$ cat config.mk
export PLATFORM = sky130hd
export DESIGN_NAME = zero_delay_cycle_detect_top
export DESIGN_NICKNAME = d
export VERILOG_FILES = /design/src/rtl/zdcd_pkg.sv /design/src/rtl/zdcd_edge_mem.sv /design/src/rtl/zdcd_stack_mem.sv /design/src/rtl/zdcd_search.sv /design/src/rtl/zero_delay_cycle_detect_top.sv
export SDC_FILE = /design/constraint.sdc
export NUM_CORES = 2
export LEC_CHECK = 0
export ABC_AREA = 1
export BUFFER_PORTS_ARGS = -buffer_cell sky130_fd_sc_hd__buf_4
export CORE_UTILIZATION = 30
export DETAILED_ROUTE_END_ITERATION = 7
export GPL_ROUTABILITY_DRIVEN = 0
export PLACE_DENSITY = 0.53
export SETUP_SLACK_MARGIN = 0.1
export SYNTH_ARGS = -nofsm -noshare
export SYNTH_HDL_FRONTEND = slang
export SYNTH_HIERARCHICAL = 1
export SYNTH_SLANG_ARGS = --single-unit
$ cat constraint.sdc
create_clock -name clk -period 3.8 [get_ports clk]
set_input_delay 0.76 -clock clk [delete_from_list [all_inputs] [get_ports clk]]
set_output_delay 0.76 -clock clk [all_outputs]
set_load 0.05 [all_outputs]
$ cat src/rtl/zdcd_pkg.sv
// ----------------------------------------------------------------------------
// zdcd_pkg
// Shared field widths, the node count reset value and the search status bundle for the
// zero-delay cycle detector.
// ----------------------------------------------------------------------------
package zdcd_pkg;

    localparam int NODE_IDX_W   = 5;
    localparam int DELAY_W      = 32;
    localparam int NODE_COUNT_W = 6;

    localparam logic [NODE_COUNT_W-1:0] NODE_COUNT_RESET = 6'd32;

    typedef struct packed {
        logic busy;
        logic result_valid;
        logic found;
    } search_status_t;

endpackage

$ cat src/rtl/zdcd_edge_mem.sv
// ----------------------------------------------------------------------------
// zdcd_edge_mem
// Adjacency matrix: one row of predecessor bits per dependent node, held in a
// synchronous RAM with a per-row valid bit so that a whole graph clears at once.
// ----------------------------------------------------------------------------
module zdcd_edge_mem #(
    parameter int MAX_NODES = 32,
    localparam int AW = $clog2(MAX_NODES)
) (
    input  logic                 clk,
    input  logic                 rst_n,
    input  logic                 clear,
    input  logic                 wr_en,
    input  logic [AW-1:0]        wr_addr,
    input  logic [MAX_NODES-1:0] wr_data,
    input  logic                 rd_en,
    input  logic [AW-1:0]        rd_addr,
    output logic [MAX_NODES-1:0] rd_data
);

    logic [MAX_NODES-1:0] mem [MAX_NODES];
    logic [MAX_NODES-1:0] rd_data_reg;
    logic                 rd_valid_reg;
    logic [MAX_NODES-1:0] row_valid_reg;

    always_ff @(posedge clk)
    begin
        if (wr_en)
        begin
            mem[wr_addr] <= wr_data;
        end
        if (rd_en)
        begin
            rd_data_reg <= mem[rd_addr];
        end
    end

    // A row that has not been written since the last clear reads as empty.
    always_ff @(posedge clk or negedge rst_n)
    begin
        if (!rst_n)
        begin
            row_valid_reg <= '0;
            rd_valid_reg  <= 1'b0;
        end
        else
        begin
            if (clear)
            begin
                row_valid_reg <= '0;
            end
            else if (wr_en)
            begin
                row_valid_reg[wr_addr] <= 1'b1;
            end
            if (rd_en)
            begin
                rd_valid_reg <= row_valid_reg[rd_addr];
            end
        end
    end

    assign rd_data = rd_valid_reg ? rd_data_reg : '0;

endmodule

$ cat src/rtl/zdcd_stack_mem.sv
// ----------------------------------------------------------------------------
// zdcd_stack_mem
// Search stack storage: saved node and scan position of each suspended level,
// a synchronous RAM with one write and one registered read port.
// ----------------------------------------------------------------------------
module zdcd_stack_mem #(
    parameter int DEPTH   = 32,
    parameter int ENTRY_W = 11,
    localparam int AW = $clog2(DEPTH)
) (
    input  logic               clk,
    input  logic               wr_en,
    input  logic [AW-1:0]      wr_addr,
    input  logic [ENTRY_W-1:0] wr_data,
    input  logic               rd_en,
    input  logic [AW-1:0]      rd_addr,
    output logic [ENTRY_W-1:0] rd_data
);

    logic [ENTRY_W-1:0] mem [DEPTH];
    logic [ENTRY_W-1:0] rd_data_reg;

    always_ff @(posedge clk)
    begin
        if (wr_en)
        begin
            mem[wr_addr] <= wr_data;
        end
        if (rd_en)
        begin
            rd_data_reg <= mem[rd_addr];
        end
    end

    assign rd_data = rd_data_reg;

endmodule

$ cat src/rtl/zdcd_search.sv
// ----------------------------------------------------------------------------
// zdcd_search
// Depth-first search sequencer. Scans one matrix column per cycle between row
// fetches, keeps three-state visit marks and spills suspended levels to a RAM.
// ----------------------------------------------------------------------------
module zdcd_search
    import zdcd_pkg::*;
#(
    parameter int MAX_NODES = 32,
    localparam int NW = $clog2(MAX_NODES),
    localparam int CW = $clog2(MAX_NODES + 1)
) (
    input  logic                 clk,
    input  logic                 rst_n,
    input  logic                 start,
    input  logic [CW-1:0]        node_limit,
    input  logic                 result_ack,
    output search_status_t       status,
    output logic                 row_rd_en,
    output logic [NW-1:0]        row_rd_addr,
    input  logic [MAX_NODES-1:0] row_rd_data
);

    localparam int ENTRY_W = NW + CW;
    localparam logic [CW-1:0] DEPTH_MAX = CW'(MAX_NODES);

    typedef enum logic [2:0] {
        S_IDLE,
        S_SETTLE,
        S_START,
        S_ROWWAIT,
        S_SCAN,
        S_POPWAIT,
        S_RESULT
    } state_t;

    state_t               state_reg, state_next;
    logic [CW-1:0]        n_reg, n_next;
    logic [CW-1:0]        start_reg, start_next;
    logic [CW-1:0]        depth_reg, depth_next;
    logic [NW-1:0]        top_node_reg, top_node_next;
    logic [CW-1:0]        top_scan_reg, top_scan_next;
    logic [MAX_NODES-1:0] row_reg, row_next;
    logic [MAX_NODES-1:0] visiting_reg, visiting_next;
    logic [MAX_NODES-1:0] done_reg, done_next;
    logic                 found_reg, found_next;

    logic               stk_wr_en;
    logic [NW-1:0]      stk_wr_addr;
    logic [ENTRY_W-1:0] stk_wr_data;
    logic               stk_rd_en;
    logic [NW-1:0]      stk_rd_addr;
    logic [ENTRY_W-1:0] stk_rd_data;

    logic [NW-1:0] start_idx;
    logic [NW-1:0] scan_idx;
    logic [CW-1:0] scan_inc;
    logic [CW-1:0] lvl_top;
    logic [CW-1:0] lvl_below;

    assign start_idx = start_reg[NW-1:0];
    assign scan_idx  = top_scan_reg[NW-1:0];
    assign scan_inc  = top_scan_reg + CW'(1);
    assign lvl_top   = depth_reg - CW'(1);
    assign lvl_below = depth_reg - CW'(2);

    zdcd_stack_mem #(
        .DEPTH   (MAX_NODES),
        .ENTRY_W (ENTRY_W)
    ) u_stack (
        .clk     (clk),
        .wr_en   (stk_wr_en),
        .wr_addr (stk_wr_addr),
        .wr_data (stk_wr_data),
        .rd_en   (stk_rd_en),
        .rd_addr (stk_rd_addr),
        .rd_data (stk_rd_data)
    );

    always_comb
    begin
        state_next    = state_reg;
        n_next        = n_reg;
        start_next    = start_reg;
        depth_next    = depth_reg;
        top_node_next = top_node_reg;
        top_scan_next = top_scan_reg;
        row_next      = row_reg;
        visiting_next = visiting_reg;
        done_next     = done_reg;
        found_next    = found_reg;
        row_rd_en     = 1'b0;
        row_rd_addr   = top_node_reg;
        stk_wr_en     = 1'b0;
        stk_wr_addr   = lvl_top[NW-1:0];
        stk_wr_data   = {top_node_reg, scan_inc};
        stk_rd_en     = 1'b0;
        stk_rd_addr   = lvl_below[NW-1:0];

        unique case (state_reg)
            S_IDLE:
            begin
                if (start)
                begin
                    n_next     = node_limit;
                    start_next = '0;
                    depth_next = '0;
                    found_next = 1'b0;
                    state_next = S_SETTLE;
                end
            end
            // The final item's matrix write lands in this cycle.
            S_SETTLE:
            begin
                state_next = S_START;
            end
            S_START:
            begin
                if (start_reg >= n_reg)
                begin
                    found_next = 1'b0;
                    state_next = S_RESULT;
                end
                else if (visiting_reg[start_idx] || done_reg[start_idx])
                begin
                    start_next = start_reg + CW'(1);
                end
                else
                begin
                    visiting_next[start_idx] = 1'b1;
                    depth_next    = CW'(1);
                    top_node_next = start_idx;
                    top_scan_next = '0;
                    row_rd_en     = 1'b1;
                    row_rd_addr   = start_idx;
                    state_next    = S_ROWWAIT;
                end
            end
            S_ROWWAIT:
            begin
                row_next   = row_rd_data;
                state_next = S_SCAN;
            end
            S_SCAN:
            begin
                if (top_scan_reg >= n_reg)
                begin
                    // Every column of this node is scanned: retire it.
                    done_next[top_node_reg]     = 1'b1;
                    visiting_next[top_node_reg] = 1'b0;
                    depth_next = lvl_top;
                    if (depth_reg == CW'(1))
                    begin
                        start_next = start_reg + CW'(1);
                        state_next = S_START;
                    end
                    else
                    begin
                        stk_rd_en  = 1'b1;
                        state_next = S_POPWAIT;
                    end
                end
                else if (row_reg[scan_idx])
                begin
                    if (visiting_reg[scan_idx])
                    begin
                        found_next = 1'b1;
                        state_next = S_RESULT;
                    end
                    else if (!done_reg[scan_idx] && (depth_reg < DEPTH_MAX))
                    begin
                        stk_wr_en = 1'b1;
                        visiting_next[scan_idx] = 1'b1;
                        top_node_next = scan_idx;
                        top_scan_next = '0;
                        depth_next    = depth_reg + CW'(1);
                        row_rd_en     = 1'b1;
                        row_rd_addr   = scan_idx;
                        state_next    = S_ROWWAIT;
                    end
                    else
                    begin
                        top_scan_next = scan_inc;
                    end
                end
                else
                begin
                    top_scan_next = scan_inc;
                end
            end
            S_POPWAIT:
            begin
                top_node_next = stk_rd_data[ENTRY_W-1:CW];
                top_scan_next = stk_rd_data[CW-1:0];
                row_rd_en     = 1'b1;
                row_rd_addr   = stk_rd_data[ENTRY_W-1:CW];
                state_next    = S_ROWWAIT;
            end
            S_RESULT:
            begin
                if (result_ack)
                begin
                    visiting_next = '0;
                    done_next     = '0;
                    depth_next    = '0;
                    state_next    = S_IDLE;
                end
            end
            default:
            begin
                state_next = S_IDLE;
            end
        endcase
    end

    always_ff @(posedge clk or negedge rst_n)
    begin
        if (!rst_n)
        begin
            state_reg    <= S_IDLE;
            n_reg        <= '0;
            start_reg    <= '0;
            depth_reg    <= '0;
            visiting_reg <= '0;
            done_reg     <= '0;
            found_reg    <= 1'b0;
        end
        else
        begin
            state_reg    <= state_next;
            n_reg        <= n_next;
            start_reg    <= start_next;
            depth_reg    <= depth_next;
            visiting_reg <= visiting_next;
            done_reg     <= done_next;
            found_reg    <= found_next;
        end
    end

    always_ff @(posedge clk)
    begin
        top_node_reg <= top_node_next;
        top_scan_reg <= top_scan_next;
        row_reg      <= row_next;
    end

    assign status.busy         = (state_reg != S_IDLE);
    assign status.result_valid = (state_reg == S_RESULT);
    assign status.found        = found_reg;

endmodule

$ cat src/rtl/zero_delay_cycle_detect_top.sv
// ----------------------------------------------------------------------------
// zero_delay_cycle_detect_top
// Zero-delay cycle detector: collects dependency edges into an adjacency
// matrix and reports whether the zero-delay edges form any directed cycle.
// ----------------------------------------------------------------------------
// Usage:
//   Edge items arrive on edge_valid/edge_stall with dependent, predecessor,
//   delay, edge_present and last_edge. An edge with zero delay and both
//   indices below MAX_NODES is stored; one item is taken every cycle while
//   the block loads, the matrix row being read, updated and written back
//   with forwarding between neighbouring items.
//   The item with last_edge set starts the search: edge_stall rises and
//   stays high until the result is handed to the output register. The
//   search has a settle step, then tries each start position in turn; per
//   visited node it fetches the row, scans its columns and retires it, and
//   it returns to a parent through a stack read and a new row fetch.
//   One item, cycle_found, then appears on flag_valid/flag_stall. It waits
//   in its register while the receiver stalls; new edges are accepted
//   meanwhile, but a further search holds its result until the flag is taken.
//   node_count is written through node_count_we/node_count_wdata; the user
//   must write it only while idle, which the block itself does not enforce.
//   Reset empties the matrix and visit marks at once and sets node_count to
//   32; they are emptied again, just as fast, after every graph.
// ----------------------------------------------------------------------------
module zero_delay_cycle_detect_top
    import zdcd_pkg::*;
#(
    parameter int MAX_NODES = 32
) (
    input  logic                    clk,
    input  logic                    rst_n,
    input  logic                    node_count_we,
    input  logic [NODE_COUNT_W-1:0] node_count_wdata,
    input  logic                    edge_valid,
    output logic                    edge_stall,
    input  logic [NODE_IDX_W-1:0]   dependent,
    input  logic [NODE_IDX_W-1:0]   predecessor,
    input  logic [DELAY_W-1:0]      delay,
    input  logic                    edge_present,
    input  logic                    last_edge,
    output logic                    flag_valid,
    input  logic                    flag_stall,
    output logic                    cycle_found
);

    localparam int NW = $clog2(MAX_NODES);
    localparam int CW = $clog2(MAX_NODES + 1);
    localparam int EXT_W = (CW > NODE_COUNT_W) ? CW : NODE_COUNT_W;

    logic [NODE_COUNT_W-1:0] node_count_reg;
    logic [EXT_W-1:0]        count_ext;
    logic [EXT_W-1:0]        max_ext;
    logic [CW-1:0]           node_limit;

    search_status_t       status;
    logic                 srch_rd_en;
    logic [NW-1:0]        srch_rd_addr;
    logic                 res_ack;

    logic                 edge_accept;
    logic                 store;
    logic                 mem_rd_en;
    logic [NW-1:0]        mem_rd_addr;
    logic [MAX_NODES-1:0] mem_rd_data;
    logic [MAX_NODES-1:0] base_row;
    logic [MAX_NODES-1:0] new_row;

    logic                 s1_valid_reg;
    logic [NW-1:0]        s1_row_reg;
    logic [NW-1:0]        s1_col_reg;
    logic                 fwd_valid_reg;
    logic [NW-1:0]        fwd_row_reg;
    logic [MAX_NODES-1:0] fwd_data_reg;

    logic                 flag_valid_reg;
    logic                 cycle_found_reg;

    always_ff @(posedge clk or negedge rst_n)
    begin
        if (!rst_n)
        begin
            node_count_reg <= NODE_COUNT_RESET;
        end
        else if (node_count_we)
        begin
            node_count_reg <= node_count_wdata;
        end
    end

    assign count_ext  = EXT_W'(node_count_reg);
    assign max_ext    = EXT_W'(MAX_NODES);
    assign node_limit = (count_ext > max_ext) ? CW'(max_ext) : CW'(count_ext);

    assign edge_stall  = status.busy;
    assign edge_accept = edge_valid && !edge_stall;
    assign store = edge_accept && edge_present && (delay == '0)
                   && (32'(dependent) < MAX_NODES) && (32'(predecessor) < MAX_NODES);

    // Load reads the row in the accept cycle and writes it back in the next cycle.
    assign mem_rd_en   = store || srch_rd_en;
    assign mem_rd_addr = status.busy ? srch_rd_addr : NW'(dependent);

    // The previous item's write lands in the same cycle as this item's read.
    assign base_row = (fwd_valid_reg && (fwd_row_reg == s1_row_reg)) ? fwd_data_reg
                                                                    : mem_rd_data;
    assign new_row  = base_row | (MAX_NODES'(1) << s1_col_reg);

    always_ff @(posedge clk or negedge rst_n)
    begin
        if (!rst_n)
        begin
            s1_valid_reg  <= 1'b0;
            fwd_valid_reg <= 1'b0;
        end
        else
        begin
            s1_valid_reg  <= store;
            fwd_valid_reg <= s1_valid_reg;
        end
    end

    always_ff @(posedge clk)
    begin
        s1_row_reg   <= NW'(dependent);
        s1_col_reg   <= NW'(predecessor);
        fwd_row_reg  <= s1_row_reg;
        fwd_data_reg <= new_row;
    end

    zdcd_edge_mem #(
        .MAX_NODES (MAX_NODES)
    ) u_edge_mem (
        .clk     (clk),
        .rst_n   (rst_n),
        .clear   (res_ack),
        .wr_en   (s1_valid_reg),
        .wr_addr (s1_row_reg),
        .wr_data (new_row),
        .rd_en   (mem_rd_en),
        .rd_addr (mem_rd_addr),
        .rd_data (mem_rd_data)
    );

    zdcd_search #(
        .MAX_NODES (MAX_NODES)
    ) u_search (
        .clk         (clk),
        .rst_n       (rst_n),
        .start       (edge_accept && last_edge),
        .node_limit  (node_limit),
        .result_ack  (res_ack),
        .status      (status),
        .row_rd_en   (srch_rd_en),
        .row_rd_addr (srch_rd_addr),
        .row_rd_data (mem_rd_data)
    );

    assign res_ack = status.result_valid && (!flag_valid_reg || !flag_stall);

    always_ff @(posedge clk or negedge rst_n)
    begin
        if (!rst_n)
        begin
            flag_valid_reg <= 1'b0;
        end
        else if (res_ack)
        begin
            flag_valid_reg <= 1'b1;
        end
        else if (!flag_stall)
        begin
            flag_valid_reg <= 1'b0;
        end
    end

    always_ff @(posedge clk)
    begin
        if (res_ack)
        begin
            cycle_found_reg <= status.found;
        end
    end

    assign flag_valid  = flag_valid_reg;
    assign cycle_found = cycle_found_reg;

`ifndef SYNTH
    // A pending matrix write must land before the search fetches any row.
    a_no_read_over_write: assert property (@(posedge clk) disable iff (!rst_n)
        s1_valid_reg |-> !srch_rd_en)
        else $error("search read the matrix while an edge write was pending");

    // A finished search never coincides with an accepted edge item.
    a_no_edge_at_result: assert property (@(posedge clk) disable iff (!rst_n)
        status.result_valid |-> !edge_accept)
        else $error("edge item accepted while a search result was pending");

    // A new flag only ever follows a handed-over search result.
    a_flag_from_search: assert property (@(posedge clk) disable iff (!rst_n)
        $rose(flag_valid_reg) |-> $past(res_ack))
        else $error("flag raised without a search result");
`endif

endmodule
==> results.yml <==
run_status:
  outcome: "finished, final reports clean"
routing:
  wl_per_cell_um: 21.4
  drc_errors: 0
  vias: 50800
  routed_antenna_nets: 0
  drt_pre_antenna_iters: 6
  postRouteWirelength_um: 219000
  avgViaCountPerCell: 4.99
  drtIter0Drc: 5371
synth:
  synth.distinct_cells: 47
  asyncSetResetFlopFracSynth_pct: 7.81
  syn_inst: 6602
  synth_flop_cell: "edfxtp_1"
  seq_area_frac_synth_pct: 68.4
  largest_family_of_logic_cells_by_synthesized_area: "simple AND/OR/NAND/NOR gates"
  ys_seq_elements: 1638
  synth_area_leader_cell: "edfxtp_1"
  synth-xor-area-share_pct: 0.162
  synth_top_area_share_pct: 62.3
  synth.area.mux_share_pct: 0.0321
  number_of_flops_mapped_to_enable_cells_by_yosys: 1458
  post_synthesis_area_per_instance_um2: 10.6
  synth_simple_gate_area_share_pct: 23.3
  biggest_area_contributors_in_the_synthesized_netlist: "edfxtp_1 62%, nand2_1 12%, nand3_1 8.4%"
  synth_fa_ha_area_share_pct: 0.463
  synth-compound-area-share_pct: 3.09
  post_synth_instance_area_um2: 70200
  nets_in_the_synthesized_netlist: 6683
  synth.yosys.warnings: 6
sta:
  post-route-min-period_ns: 3.69
  grt_setup_unrepaired: "yes"
  max_freq_ghz: 0.271
  worstMarginPinSlew_ns: 1.38
  maxSlewViolCount: 0
  worst_slew_margin_relative_to_its_limit_pct: 7.01
  final_min_period_over_clock_period_pct: 97.2
  final-hold-violation-count: 0
  tns_ns: 0
  skew_ns: 0.0597
  setup-violations-final: 0
global_route:
  grt-ovfl-total: 0
  largest_net_degree_at_the_start_of_global_routing: 95
  number_of_global_route_vias_before_repair: 48500
  groute.usage.overall_pct: 18.1
  global_route_wire_length_before_repair_um: 322000
  antenna_found_initial: 8
finish:
  multi_input_area_um2: 19700
  flow.area_growth_from_synthesis_pct: 19.5
  largest_register_ffs: 1024
  largest_reg_by_ff_count: "u_edge_mem/mem"
  layout.area.seq_um2: 48000
  reg_top3: "u_edge_mem/mem (1024), u_search/u_stack/mem (352)"
  post_route_cells_drive_above_1_share_pct: 13.3
  fin_nets: 6999
  nFillCells: 22800
pwr:
  finalPower_mw: 72.9
  power_per_cell_area_nw_per_um2: 869
  worst_ir_drop_vdd_v: 0.000643
  p_leak_nw: 32.0
floorplanning:
  floorplan.io_pins: 58
  initial_utilization_pct: 30.2
  fp.dieW_um: 486
  fp-row-count: 177
  core_ar_um2: 233000
  die-area_um2: 236000
  floorplan.die.height_um: 486
worst_hold_path:
  hold_path.class: "input pin to flip-flop"
  whs_endpoint: "s1_row_reg[3]$_DFF_P_"
  hold_path_startpoint: "dependent[3]"
  timing.hold.worst_path_depth: 1
setup_path:
  worst_setup_path_end_kind: "flip-flop"
  worst-r2r-setup-slack_ns: 0.11
  setup.worst_path.start: "u_search/start_reg[1]$_DFFE_PN0P_"
  timing.critical_path.max_delay_family: "simple AND/OR/NAND/NOR gates"
  cp_max_fo: 36
  worst_path_most_repeated_cell: "nand3_1"
  worstPathCellList: "inv_4, nand3_1, nand3_1, nand2_1, nand2_1, nand2_1, nor2_4, buf_12, nand4_1, nand3_1, nand4_1, nand2_2, nand2_4, buf_12, inv_16, buf_12, buf_4, nand2_1, nand3_1, nand3_1, a21oi_1, nor2_4, a21oi_1"
  cp_data_required_time_ns: 4.46
  r2r_end: "u_edge_mem/rd_data_reg[28]$_DFFE_PP_"
  startpoint_type: "flip-flop"
  max_stage_delay_ns: 0.45
  critical_path_buf_inv_count: 6
  critical_path.slowest_cell: "dfrtp_2"
  cp.arrival_ns: 4.35
  reg2reg_depth: 23
  worstSetupPathType: "flip-flop to flip-flop"
  r2r_start: "u_search/start_reg[1]$_DFFE_PN0P_"
job:
  maxCapViolCount: 0
place:
  numPortBuffers: 57
  dpl.hpwl_um: 125000
clock_tree:
  insertion_delay_ns: 0.83
  cts_tree: "done"
  cts_made_buffers: 178
  cts.path.max_buffers: 3
  level_count_of_the_clock_h_tree: 4
  cts.sinks: 1638
  cts.reportedPaths.clkPinSlew_ns: 0.06
  master_cell_of_the_clock_root_buffer: "clkbuf_16"
area by class of cell:
type	instances	share of cell area (%)
antenna	2	0.00596
clock buffer	242	5.76
clock inverter	85	0.923
inverter	269	1.26
multi-input combinational	4310	23.5
sequential	1638	57.2
tap	3132	4.67
timing repair buffer	519	6.64
timing repair inverter	2	0.0373
layer usage:
metal	track usage [%]	wire, µm	vias to the layer above
li1	-	-	23400
met1	24.6	94300	25200
met2	30.4	105000	1933
met3	2.34	14000	335
met4	4.69	5090	0
met5	0	0	-
metrics by stage:
stage	hold slack (ns)	worst slack (ns)	area [µm²]	utilization [%]	instances
3_3_place_gp	0.399	-0.193	76800	33.0	9812
3_5_place_dp	0.387	-0.222	76800	33.0	9812
2_1_floorplan	0.354	0.236	70200	-	6602
6_report	0.0748	0.107	84000	36.1	10200
5_1_grt	0.0407	-0.131	84000	36.1	10200
4_1_cts	0.00984	0.0850	83200	35.7	10200
cell families (layout without fill, tap and decap cells):
| family | Yosys count | count (layout) |
|---|---|---|
| flops | 1638 | 1638 |
| other cells | 0 | 2 |
| xor+xnor | 13 | 13 |
| buf+inv | 654 | 1117 |
| mux | 2 | 2 |
| compound gates | 409 | 409 |
| fa+ha+maj | 26 | 26 |
| simple gates | 3860 | 3860 |
cell usage after synthesis, types with 2 or more instances:
library cell and instances:
nor3_1 27, inv_2 15, nor3_2 5, nand3_4 2, dfxtp_1 52, o22ai_1 3
xor2_1 11, o21ai_0 118, ha_1 26, inv_4 3, xnor2_1 2, nand3_1 1184
edfxtp_1 1458, o31ai_1 32, nor2_1 312, o21ai_1 7, nand3b_1 2, clkbuf_1 110
a31oi_1 2, nand4_1 71, nor2_4 8, buf_2 156, buf_6 45, buf_1 12
a21oi_1 235, inv_1 250, buf_4 60, o211ai_1 2, nor2_2 7, mux2_2 2
dfrtp_1 127, nand2_2 2, o21a_1 2, a22o_1 5, nand2_1 2235
worst max-delay path by stage:
stage | slack (ns) | depth (start not counted) | endpoint
global route | -0.13 | 26 | u_edge_mem/rd_data_reg[15]$_DFFE_PP_
global placement | -0.19 | 21 | u_edge_mem/rd_data_reg[25]$_DFFE_PP_
detailed placement | -0.22 | 21 | u_edge_mem/rd_data_reg[25]$_DFFE_PP_
CTS | 0.09 | 25 | u_edge_mem/rd_data_reg[25]$_DFFE_PP_
finish | 0.11 | 23 | u_edge_mem/rd_data_reg[28]$_DFFE_PP_
floorplan | 0.24 | 24 | u_edge_mem/rd_data_reg[26]$_DFFE_PP_
worst reg2reg max path: stages, from the launching register on:
cell and delay [ns]:
dfrtp_2 0.45, inv_4 0.23, nand3_1 0.13, nand3_1 0.09
nand2_1 0.06, nand2_1 0.08, nand2_1 0.09, nor2_4 0.20
buf_12 0.14, nand4_1 0.12, nand3_1 0.12, nand4_1 0.14
nand2_2 0.11, nand2_4 0.10, buf_12 0.18, inv_16 0.15
buf_12 0.24, buf_4 0.22, nand2_1 0.06, nand3_1 0.06
nand3_1 0.08, a21oi_1 0.24, nor2_4 0.09, a21oi_1 0.17
power breakdown:
| group | switching [mW] | leakage, nW | internal, mW | total [mW] |
|---|---|---|---|---|
| Sequential | 0.415 | 15.4 | 21.7 | 22.1 |
| Combinational | 22.0 | 13.9 | 12.1 | 34.1 |
| Clock | 7.22 | 2.72 | 9.50 | 16.7 |
placed cells by master (no fill, tap or decap), types with 17 or more instances in the layout:
| cell | count |
|---|---|
| o21ai_0 | 113 |
| a21oi_1 | 212 |
| clkinv_2 | 26 |
| clkbuf_16 | 192 |
| nor3_1 | 25 |
| nand3_1 | 1166 |
| inv_1 | 247 |
| dfrtp_1 | 125 |
| buf_16 | 17 |
| edfxtp_1 | 1458 |
| buf_4 | 387 |
| nand3_2 | 19 |
| dfxtp_1 | 52 |
| clkinv_1 | 35 |
| nand2_1 | 2216 |
| nor2_1 | 259 |
| clkbuf_1 | 53 |
| nor2_4 | 54 |
| a21oi_2 | 19 |
| nand4_1 | 71 |
| buf_12 | 80 |
| o31ai_1 | 24 |
| ha_1 | 25 |
timing repair:
action	in CTS	in global routing
setup buffers	16	18
setup endpoints to repair	30	33
hold buffers	3	0
pin swaps	9	34
endpoints found under the hold margin	46	0
resized for setup	72	98
cloned	10	12
Note: power is estimated with default switching activity, not from simulation.
